**config.mk**
```make
export PLATFORM = sky130hd
export DESIGN_NAME = sparse_tap_fir_filter
export DESIGN_NICKNAME = d
export VERILOG_FILES = /design/src/hdl/stfir_pkg.sv /design/src/hdl/sparse_tap_fir_filter.sv
export SDC_FILE = /design/constraint.sdc
export NUM_CORES = 2
export LEC_CHECK = 0
export ABC_AREA = 1
export BUFFER_PORTS_ARGS = -buffer_cell sky130_fd_sc_hd__clkbuf_2
export CORE_ASPECT_RATIO = 0.75
export CORE_UTILIZATION = 50
export CTS_BUF_LIST = sky130_fd_sc_hd__clkbuf_8
export DETAILED_ROUTE_END_ITERATION = 16
export HOLD_SLACK_MARGIN = 0.05
export PLACE_DENSITY = 0.76
export RECOVER_POWER = 25
export SYNTH_ARGS = -nofsm -noshare
export SYNTH_HDL_FRONTEND = slang
export SYNTH_SLANG_ARGS = --single-unit
```
**constraint.sdc**
```tcl
create_clock -name clk_i -period 7.29 [get_ports clk_i]
set_input_delay 0.3645 -clock clk_i [delete_from_list [all_inputs] [get_ports clk_i]]
set_output_delay 0.3645 -clock clk_i [all_outputs]
set_load 0.01 [all_outputs]
```
**src/hdl/stfir_pkg.sv**
```systemverilog
// Package for the sparse-tap FIR filter: widths, register indexes, sequencer states.
// No dependencies; imported by sparse_tap_fir_filter.
package stfir_pkg;

  // Default build values
  localparam int HISTORY_DEPTH  = 64;
  localparam int SAMPLE_WIDTH   = 16;
  localparam int COEF_FRAC_BITS = 16;

  // Fixed field layout
  localparam int MAX_TAPS   = 6;
  localparam int COEF_W     = 18;
  localparam int DELAY_W    = 6;
  localparam int TAP_WORD_W = 24;
  localparam int SCALE_W    = 18;
  localparam int COUNT_W    = 3;
  localparam int TAP_IDX_W  = 3;
  localparam int APB_ADDR_W = 5;
  localparam int APB_DATA_W = 32;

  localparam logic signed [SCALE_W-1:0] SCALE_RESET = 18'sd65536;

  // Register indexes (byte address = 4 * index)
  localparam logic [2:0] REG_TAP_COUNT = 3'd0;
  localparam logic [2:0] REG_SCALE     = 3'd1;
  localparam logic [2:0] REG_TAP_WORD0 = 3'd2;

  typedef enum logic [2:0] {
    ST_IDLE,
    ST_TAP,
    ST_ROUND,
    ST_SCALE,
    ST_FINISH
  } state_e;

endpackage

```
**src/hdl/sparse_tap_fir_filter.sv**
```systemverilog
// Sparse-tap FIR filter top level: APB register file, history memory, one shared
// multiplier under a small sequencer. Depends on stfir_pkg.
//
// Usage
//   Input words arrive on s_axis_*: tdata carries the signed sample, tuser the
//   first flag, which empties the history before that sample is stored.
//   One result word leaves on m_axis_* per input word: tdata the saturated
//   32-bit value, tuser the clip flag.
//   Taps, tap count and the common scale are set over the APB port while the
//   filter is idle; pready is tied high, reads return the stored registers.
// Sequence
//   Each word takes one accept step, one issue step per tap (n, the tap count
//   in use, 0..6), a drain of the read, multiply and add of the last tap, then
//   round, scale and finish. Taps are issued one at a time, as there is one
//   history read port and one shared multiplier. s_axis_tready is high only
//   while idle, so a new word waits until the last result is registered.
// Reset and stalls
//   Reset empties the history (fill count to zero, no clearing pass), sets
//   scale to 1.0 and clears all taps. The result sits in an output register;
//   the next word may be taken while it waits, and the sequencer holds in its
//   finish step until the register is free.
module sparse_tap_fir_filter #(
  parameter int HISTORY_DEPTH  = stfir_pkg::HISTORY_DEPTH,
  parameter int SAMPLE_WIDTH   = stfir_pkg::SAMPLE_WIDTH,
  parameter int COEF_FRAC_BITS = stfir_pkg::COEF_FRAC_BITS
) (
  input  logic                                    clk_i,
  input  logic                                    rst_ni,
  // input stream
  input  logic                                    s_axis_tvalid,
  output logic                                    s_axis_tready,
  input  logic [((SAMPLE_WIDTH+7)/8)*8-1:0]       s_axis_tdata,  // sample
  input  logic                                    s_axis_tuser,  // first
  // output stream
  output logic                                    m_axis_tvalid,
  input  logic                                    m_axis_tready,
  output logic [31:0]                             m_axis_tdata,  // value
  output logic                                    m_axis_tuser,  // saturated
  // configuration
  input  logic                                    psel,
  input  logic                                    penable,
  input  logic                                    pwrite,
  input  logic [stfir_pkg::APB_ADDR_W-1:0]        paddr,
  input  logic [stfir_pkg::APB_DATA_W-1:0]        pwdata,
  output logic [stfir_pkg::APB_DATA_W-1:0]        prdata,
  output logic                                    pready
);
  import stfir_pkg::*;

  localparam int AW      = $clog2(HISTORY_DEPTH);
  localparam int FILL_W  = $clog2(HISTORY_DEPTH + 1);
  localparam int CMP_W   = (FILL_W > DELAY_W) ? FILL_W : DELAY_W;
  localparam int DIF_W   = ((AW > DELAY_W) ? AW : DELAY_W) + 1;
  localparam int ACC_W   = SAMPLE_WIDTH + COEF_W + 3;          // six products
  localparam int S_W     = ACC_W + 1 - COEF_FRAC_BITS;         // rounded tap sum
  localparam int MUL_A_W = (S_W > SAMPLE_WIDTH) ? S_W : SAMPLE_WIDTH;
  localparam int PROD_W  = MUL_A_W + COEF_W;
  localparam int TAPP_W  = SAMPLE_WIDTH + COEF_W;
  localparam int P_W     = S_W + SCALE_W;
  localparam int EXT_W   = (P_W + 1 > 34) ? P_W + 1 : 34;

  localparam logic [ACC_W:0]   ACC_HALF = (ACC_W + 1)'(1) << (COEF_FRAC_BITS - 1);
  localparam logic [EXT_W-1:0] EXT_HALF = EXT_W'(1) << (COEF_FRAC_BITS - 1);
  localparam logic signed [EXT_W-1:0] R_MAX = {{(EXT_W-31){1'b0}}, {31{1'b1}}};
  localparam logic signed [EXT_W-1:0] R_MIN = {{(EXT_W-31){1'b1}}, {31{1'b0}}};

  // ---------------------------------------------------------------------------
  // Configuration registers
  // ---------------------------------------------------------------------------
  logic [COUNT_W-1:0]        tap_count_q;
  logic signed [SCALE_W-1:0] scale_q;
  logic [TAP_WORD_W-1:0]     tap_word_q [MAX_TAPS];
  logic [2:0]                reg_idx;
  logic                      cfg_wr;

  assign pready  = 1'b1;
  assign reg_idx = paddr[4:2];
  assign cfg_wr  = psel && penable && pwrite;

  always_ff @(posedge clk_i or negedge rst_ni) begin
    if (!rst_ni) begin
      tap_count_q <= '0;
      scale_q     <= SCALE_RESET;
      for (int i = 0; i < MAX_TAPS; i++) tap_word_q[i] <= '0;
    end else if (cfg_wr) begin
      case (reg_idx)
        REG_TAP_COUNT: tap_count_q <= pwdata[COUNT_W-1:0];
        REG_SCALE:     scale_q     <= pwdata[SCALE_W-1:0];
        default:       tap_word_q[reg_idx - REG_TAP_WORD0] <= pwdata[TAP_WORD_W-1:0];
      endcase
    end
  end

  always_comb begin
    case (reg_idx)
      REG_TAP_COUNT: prdata = APB_DATA_W'(tap_count_q);
      REG_SCALE:     prdata = APB_DATA_W'(unsigned'(scale_q));
      default:       prdata = APB_DATA_W'(tap_word_q[reg_idx - REG_TAP_WORD0]);
    endcase
  end

  // ---------------------------------------------------------------------------
  // Sequencer
  // ---------------------------------------------------------------------------
  state_e state_q, state_d;

  logic [COUNT_W-1:0]        n_taps;
  logic [TAP_IDX_W-1:0]      k_q;
  logic                      in_acc, issue, out_free, out_load, prod_en;
  logic                      p1_q, p2_q;

  // a tap count above six means six
  assign n_taps   = (tap_count_q > COUNT_W'(MAX_TAPS)) ? COUNT_W'(MAX_TAPS) : tap_count_q;
  assign out_free = !m_axis_tvalid || m_axis_tready;

  always_comb begin
    state_d = state_q;
    case (state_q)
      ST_IDLE:   if (s_axis_tvalid) state_d = ST_TAP;
      ST_TAP:    if (!(k_q < n_taps) && !p1_q && !p2_q) state_d = ST_ROUND;
      ST_ROUND:  state_d = ST_SCALE;
      ST_SCALE:  state_d = ST_FINISH;
      ST_FINISH: if (out_free) state_d = ST_IDLE;
      default:   state_d = ST_IDLE;
    endcase
  end

  always_comb begin
    s_axis_tready = (state_q == ST_IDLE);
    in_acc        = s_axis_tvalid && (state_q == ST_IDLE);
    issue         = (state_q == ST_TAP) && (k_q < n_taps);
    prod_en       = p1_q || (state_q == ST_SCALE);
    out_load      = (state_q == ST_FINISH) && out_free;
  end

  always_ff @(posedge clk_i or negedge rst_ni) begin
    if (!rst_ni) begin
      state_q <= ST_IDLE;
    end else begin
      state_q <= state_d;
    end
  end

  // ---------------------------------------------------------------------------
  // History memory and fill tracking
  // ---------------------------------------------------------------------------
  logic [SAMPLE_WIDTH-1:0] hist_mem [HISTORY_DEPTH];
  logic [SAMPLE_WIDTH-1:0] rdata_q;
  logic [AW-1:0]           wp_q, cur_q, wr_pos, rd_addr;
  logic [FILL_W-1:0]       fill_q;

  assign wr_pos = s_axis_tuser ? '0 : wp_q;

  always_ff @(posedge clk_i) begin
    if (in_acc) hist_mem[wr_pos] <= s_axis_tdata[SAMPLE_WIDTH-1:0];
    rdata_q <= hist_mem[rd_addr];
  end

  // entries older than the fill count read as zero
  always_ff @(posedge clk_i or negedge rst_ni) begin
    if (!rst_ni) begin
      wp_q   <= '0;
      cur_q  <= '0;
      fill_q <= '0;
    end else if (in_acc) begin
      cur_q <= wr_pos;
      wp_q  <= (wr_pos == AW'(HISTORY_DEPTH - 1)) ? '0 : wr_pos + AW'(1);
      if (s_axis_tuser)                               fill_q <= FILL_W'(1);
      else if (fill_q != FILL_W'(HISTORY_DEPTH))      fill_q <= fill_q + FILL_W'(1);
    end
  end

  // ---------------------------------------------------------------------------
  // Tap issue: address, use flag, coefficient
  // ---------------------------------------------------------------------------
  logic [TAP_WORD_W-1:0]   tap_sel;
  logic [DELAY_W-1:0]      tap_delay;
  logic                    tap_use;
  logic [DIF_W-1:0]        pos_diff;
  logic signed [COEF_W-1:0] coef1_q;

  assign tap_sel   = (k_q < TAP_IDX_W'(MAX_TAPS)) ? tap_word_q[k_q] : '0;
  assign tap_delay = tap_sel[TAP_WORD_W-1 -: DELAY_W];
  assign tap_use   = CMP_W'(tap_delay) < CMP_W'(fill_q);
  assign pos_diff  = DIF_W'(cur_q) - DIF_W'(tap_delay);
  assign rd_addr   = (DIF_W'(cur_q) < DIF_W'(tap_delay))
                   ? AW'(pos_diff + DIF_W'(HISTORY_DEPTH)) : pos_diff[AW-1:0];

  always_ff @(posedge clk_i or negedge rst_ni) begin
    if (!rst_ni) begin
      k_q  <= '0;
      p1_q <= 1'b0;
      p2_q <= 1'b0;
    end else begin
      if (in_acc)     k_q <= '0;
      else if (issue) k_q <= k_q + TAP_IDX_W'(1);
      p1_q <= issue && tap_use;
      p2_q <= p1_q;
    end
  end

  always_ff @(posedge clk_i) begin
    if (issue) coef1_q <= tap_sel[COEF_W-1:0];
  end

  // ---------------------------------------------------------------------------
  // Shared multiplier, accumulator, rounding and clamp
  // ---------------------------------------------------------------------------
  logic signed [MUL_A_W-1:0] mul_a;
  logic signed [COEF_W-1:0]  mul_b;
  logic signed [PROD_W-1:0]  prod_q;
  logic signed [ACC_W-1:0]   acc_q;
  logic signed [S_W-1:0]     sum_q;
  logic [ACC_W:0]            acc_rnd;
  logic signed [ACC_W:0]     acc_shr;
  logic [EXT_W-1:0]          p_rnd;
  logic signed [EXT_W-1:0]   r_full;
  logic                      sat_hi, sat_lo;

  always_comb begin
    if (state_q == ST_SCALE) begin
      mul_a = MUL_A_W'(sum_q);
      mul_b = scale_q;
    end else begin
      mul_a = MUL_A_W'($signed(rdata_q));
      mul_b = coef1_q;
    end
  end

  always_ff @(posedge clk_i) begin
    if (prod_en) prod_q <= mul_a * mul_b;
  end

  always_ff @(posedge clk_i) begin
    if (in_acc)    acc_q <= '0;
    else if (p2_q) acc_q <= acc_q + ACC_W'($signed(prod_q[TAPP_W-1:0]));
  end

  // round half up, then keep the bits the sum can occupy
  assign acc_rnd = {acc_q[ACC_W-1], acc_q} + ACC_HALF;
  assign acc_shr = $signed(acc_rnd) >>> COEF_FRAC_BITS;

  always_ff @(posedge clk_i) begin
    if (state_q == ST_ROUND) sum_q <= acc_shr[S_W-1:0];
  end

  assign p_rnd  = EXT_W'($signed(prod_q[P_W-1:0])) + EXT_HALF;
  assign r_full = $signed(p_rnd) >>> COEF_FRAC_BITS;
  assign sat_hi = r_full > R_MAX;
  assign sat_lo = r_full < R_MIN;

  // ---------------------------------------------------------------------------
  // Output register
  // ---------------------------------------------------------------------------
  logic        m_valid_q;
  logic [31:0] m_data_q;
  logic        m_sat_q;

  always_ff @(posedge clk_i or negedge rst_ni) begin
    if (!rst_ni) begin
      m_valid_q <= 1'b0;
    end else if (out_load) begin
      m_valid_q <= 1'b1;
    end else if (m_axis_tready) begin
      m_valid_q <= 1'b0;
    end
  end

  always_ff @(posedge clk_i) begin
    if (out_load) begin
      m_data_q <= sat_hi ? R_MAX[31:0] : (sat_lo ? R_MIN[31:0] : r_full[31:0]);
      m_sat_q  <= sat_hi || sat_lo;
    end
  end

  assign m_axis_tvalid = m_valid_q;
  assign m_axis_tdata  = m_data_q;
  assign m_axis_tuser  = m_sat_q;

`ifndef SYNTHESIS
  a_drained_before_round: assert property (@(posedge clk_i) disable iff (!rst_ni)
    (state_q == ST_ROUND) |-> (!p1_q && !p2_q))
    else $error("tap pipeline not drained at rounding");

  a_fill_bound: assert property (@(posedge clk_i) disable iff (!rst_ni)
    fill_q <= FILL_W'(HISTORY_DEPTH))
    else $error("fill count beyond history depth");

  a_accept_starts_taps: assert property (@(posedge clk_i) disable iff (!rst_ni)
    in_acc |=> (state_q == ST_TAP) && (k_q == '0) && (fill_q != '0))
    else $error("accepted word did not start tap sequence");

  a_tap_index_bound: assert property (@(posedge clk_i) disable iff (!rst_ni)
    (state_q == ST_TAP) |-> (k_q <= n_taps))
    else $error("tap index ran past tap count");
`endif

endmodule
```
# Word-level counts from Yosys, hierarchy flattened
# Memory sizes are Yosys's and may differ from the RTL's. A register that Yosys moved wholly into a read port is not among the register bits.
# Cells that the tools add are included.
# W data, S select, Z words.
[totals] out_inout_bits=68 wordCells=113 n_memories=1 ff_bits=343 inputBits=61 mem_bits_rw=1024
[op_classes] bitwise=3 add_sub_neg=9 order_cmp=10 n_eq_ne=10 n_mul=1 muxes=30 n_reduce_logical=27
[mem_list] name="hist_mem" depth=64 width=16 rd=1 rd_ports_with_merged_regs=1 write_ports=1 line_no="sparse_tap_fir_filter.sv:147" text="logic [SAMPLE_WIDTH-1:0] hist_mem [HISTORY_DEPTH];"
[ops] cell="$bmux W24 S3" count=2
[ops] cell="$bwmux W144" count=1
[ops] cell="$mux W24" count=6
[ops] cell="$demux W24 S3" count=1
[ops] cell="$pmux W24 S2" count=1
[ops] cell="$add A40 B17 Y41 const B" count=1
[ops] cell="$mul A22 B18 Y40" count=1
[ops] cell="$add A37 B17 Y38 const B" count=1
[ops] cell="$add A37 B34 Y37" count=1
[ops] cell="$gt A25 B32 Y1 const B" count=1
[ops] cell="$lt A25 B32 Y1 const B" count=1
[ops] cell="$mux W32" count=1
[ops] cell="$mux W22" count=1
[ops] cell="$mux W18" count=1
[ops] cell="$mux W3" count=6
[ops] cell="$mux W6" count=3
[ops] cell="$pmux W3 S5" count=1
[ops] cell="$mux W7" count=2
[ops] cell="$add A6 B1 Y6 const B" count=2
[ops] cell="$logic_and A1 B1 Y1" count=9
[ops] cell="$ge A4 B4 Y1 const B" count=2
[ops] cell="$not A3 Y4" count=2
[ops] cell="$reduce_and A2 Y1" count=4
[ops] cell="$add A7 B1 Y7 const B" count=1
[ops] cell="23 further kinds" count=38

# Longest topological paths before layout
[logic_depth] word_depth=8 ltp_mapped=33 ltp_nobuf=31

# Worst setup path before layout
# No wires, ideal clock.
[synth_timing] kind="reg-to-reg" start="reg state_q[1]" end="reg prod_q[39], data pin" path_stages_with_launch=29 path_slack_ns=0.892 t_required_ns=7.027 period_less_slack_ns=6.398 t_arrival_ns=6.135 setup_time_ns=0.263 path_buffers=2 path_cell_list="dfrtp_1 > inv_2 > nor3_4 > inv_2 > buf_2 > buf_6 > o21ai_4 > inv_1 > nor2_1 > fa_1 > fa_1 > ha_1 > inv_1 > fa_1 > inv_1 > fa_1 > inv_1 > fa_1 > inv_1 > ha_1 > nand2_1 > nor2_1 > inv_1 > nor2_1 > inv_1 > nor3_1 > nand3_1 > nand3_1 > xor2_1"
[synth_between] elab_chain_len=3 word_cells_on_any_way=4 cone_classes="1 x mul; 1 x eq/ne; 2 x mux"
[synth_rtl] element="start, declared" line_no="sparse_tap_fir_filter.sv:105" text="state_e state_q, state_d;"
[synth_rtl] element="start signal, assigned" line_no="sparse_tap_fir_filter.sv:140" text="state_q <= state_d;"
[synth_rtl] element="$eq A3 B2 Y1 *" line_no="sparse_tap_fir_filter.sv:221" text="if (state_q == ST_SCALE) begin"
[synth_rtl] element="$mux W22 / $mux W18 (equally long branches)" line_no="sparse_tap_fir_filter.sv:221"
[synth_rtl] element="$mul A22 B18 Y40 *" line_no="sparse_tap_fir_filter.sv:231" text="if (prod_en) prod_q <= mul_a * mul_b;"
[synth_rtl] element="end signal, assigned" line_no="sparse_tap_fir_filter.sv:231"
[synth_rtl] element="end, declared" line_no="sparse_tap_fir_filter.sv:211" text="logic signed [PROD_W-1:0] prod_q;"
# Mark *: on every way between the ends. The rest lies on a longest branch, timed or not.
# A chain may end at the register's enable or synchronous reset.

# Worst setup path in the final report
# Same ends and word-level chain as after synthesis.

==> results.toml <==
[clock_network]
clockBufferDepth = 3
clock_sink_count = 1377
numCtsBuffers = 205
htreeDepth = 4
clk_pin_slew_ps = 70
clock_latency_ps = 970
cts_tree = "yes"
root_buffer = "clkbuf_8"

[timing]
maxSlewViolCount = 1157
skew_ps = 72.4
max_freq_mhz = 143
maxSlewHeadroom_pct = -270
worst_slack_ps = 288
final-setup-viol-count = 0
fin_crit_ps = 7000
tightest_slew_ps = 5550
fin_crit_sh_pct = 96.1
hold_viol_final = 0
hold_ws_ps = 197

[global_route]
grt_antenna_before_repair = 4
grtUsageTotal_pct = 27.0
grt_pass1_vias = 53417
grt_pass1_wl_um = 315000
grt.overflow.total = 0
grt_max_degree = 214

[min_path]
holdCritStartpoint = "m_axis_tready"
hp-class = "primary input to register"

[logic_synthesis]
async_reset_ff_share_pct = 14.0
synthAdderAreaFrac_pct = 13.2
synthSimpleGateAreaFrac_pct = 13.3
synth.top_cell.area_share_pct = 45.3
seq_area_frac_synth_pct = 53.2
synthMuxAreaShare_pct = 0
syn_area_per_cell_um2 = 10.1
synth_top_family_by_area = "simple AND/OR/NAND/NOR gates"
ys.flop_type = "edfxtp_1"
synth_warnings = 0
syn_inst = 7393
synth_compound_area_share_pct = 12.2
synth_area_leader_cell = "edfxtp_1"
synthDistinctLibCells = 58
synth_edf_count = 1131
synth_xor_area_share_pct = 1.19
ys_top_cells_by_area = "edfxtp_1 45%, fa_1 11%, dfrtp_1 6.4%"
ys_ff_latch = 1377
syn_area_mm2 = 0.0749

[critical_path]
endpoint_kind = "register"
path_max_fanout = 20
path_class = "register to register"
ff2ff_setup_slack_ps = 290
crit_path_end = "prod_q[39]"
cp-start-kind = "register"
worstReg2RegStart = "state_q[1]"
arrival_ps = 7690
rr_worst_depth = 25
crit_start = "state_q[1]"
reg2reg_to = "prod_q[39]"
cp.required_ps = 7970

[final_layout]
final_common_cell = "nor2_1"
drive_above_1_share_pct = 8.90
final_cell_area_mm2 = 0.0825
layout_common_cells = "1201 x nor2_1, 1131 x edfxtp_1, 936 x nand2_1, 921 x o21ai_0, 900 x inv_1"
nNetsFinal = 8177
stdcell_count = 9710
area_growth_pct = 10.1

[place]
pre_cts_ws_ps = -48.5
io_buffers = 109
dpl_cell_area_mm2 = 0.0779
gp_congestion = 0.978
dp_hpwl_um = 135000
dp_cells = 9290

[routing]
drtAntennaViolNets = 0
drt_iter0_drc = 6892
drt_first_pass_iters = 6
wl_per_cell_um = 21.3
via_per_inst = 5.73
drt-total-wl_um = 207000
drc = 0
vias = 55624

[die]
die_h_um = 337
dieArea_mm2 = 0.151
initial_utilization_pct = 50.6
die_w_um = 449
core_mm2 = 0.148
fp-row-count = 122
ios = 129

[status]
status = "finished, violations left"
violations = "max-capacitance violations, max-slew violations"

[job]
cap_viol_max_count = 17
through the flow:
step / util (%) / setup TNS, ps
2_1_floorplan: - / 0
3_3_place_gp: 52.6 / 0
3_5_place_dp: 52.6 / -48.5
4_1_cts: 55.6 / 0
5_1_grt: 55.7 / -41.3
6_report: 55.7 / 0
synthesized netlist by cell type, types with 6 or more instances:
cell      number
nor2_1      1222
edfxtp_1    1131
nand2_1      939
o21ai_0      925
inv_1        851
fa_1         395
o211ai_1     289
nand3_1      256
dfrtp_1      192
clkbuf_1     185
a21oi_1      182
ha_1         158
buf_2        114
xor2_1        66
dfxtp_1       53
buf_1         42
buf_4         42
a31oi_1       41
o21bai_1      28
nand4_1       27
xnor2_1       26
a21boi_1      25
o21ai_1       23
nor3_1        22
a22oi_1       18
inv_2         18
or2_2         17
a21o_1        12
o21ai_4       11
a21boi_0       9
buf_6          9
o21ai_2        9
nor2_2         7
nor4_1         6
cell type report:
class                      instances  area (um^2)
inverter                         872         3300
sequential                      1377        39900
tap                             1984         2480
antenna                            6         15.0
fill                           12366        65600
clock buffer                     217         2990
clock inverter                   147         1080
timing repair buffer             347         2610
multi-input combinational       4760        30100
flip-flops by register name, indices dropped and copies added, names as in the netlist, 16 cells and up:
| register | cells |
|---|---|
| hist_mem | 1024 |
| tap_word_q | 144 |
| prod_q | 40 |
| acc_q | 37 |
| m_axis_tdata | 26 |
| sum_q | 22 |
| coef1_q | 18 |
| scale_q | 18 |
| rdata_q | 16 |
worst max-delay path: stages, from the launching register on:
cell	delay (ps)
dfrtp_1	430
inv_2	80
nor3_4	220
inv_4	130
buf_12	180
or2_2	280
nand2_2	210
buf_4	240
inv_1	120
nand2_1	140
fa_1	420
inv_1	120
fa_2	450
buf_4	200
fa_1	470
fa_1	560
fa_1	430
fa_1	490
ha_1	410
a21oi_1	200
inv_1	80
a31oi_1	200
o21ai_0	190
a21oi_1	160
nand3_1	100
xor2_1	160
timing repair:
item | in CTS | in global routing
cloned | 0 | 0
endpoints found under the hold margin | 575 | 0
pin swaps | 0 | 3
hold buffers | 45 | 0
gates resized for setup | 1 | 28
endpoints found under the setup margin | 1 | 18
buffers inserted | 0 | 5
metal layers:
metal	track usage [%]	share of wire (%)	up-vias
met2	39.3	43	3201
met1	40.0	42	26908
met3	6.12	12	402
met5	0	0	-
li1	-	-	25113
met4	9.03	2.9	0
kinds of logic (layout without fill, tap and decap cells):
logic type | Yosys count | in the layout
other | 2 | 16
XOR/XNOR | 96 | 96
AO/OA/AOI/OAI | 1589 | 1589
adder cells (fa/ha/maj) | 553 | 553
AND/OR/NAND/NOR | 2512 | 2512
buffers and inverters | 1264 | 1583
flip-flops | 1377 | 1377
worst min-delay path by stage:
stage | end | cells past startpoint
6_report | m_axis_tvalid | 3
4_1_cts | hist_mem[2][7] | 2
5_1_grt | m_axis_tvalid | 3
3_5_place_dp | p2_q | 0
2_1_floorplan | cur_q[0] | 0
3_3_place_gp | p2_q | 0
Power is not shown: default switching activity piles up to over one toggle a cycle in this logic, so the estimate is an artifact.
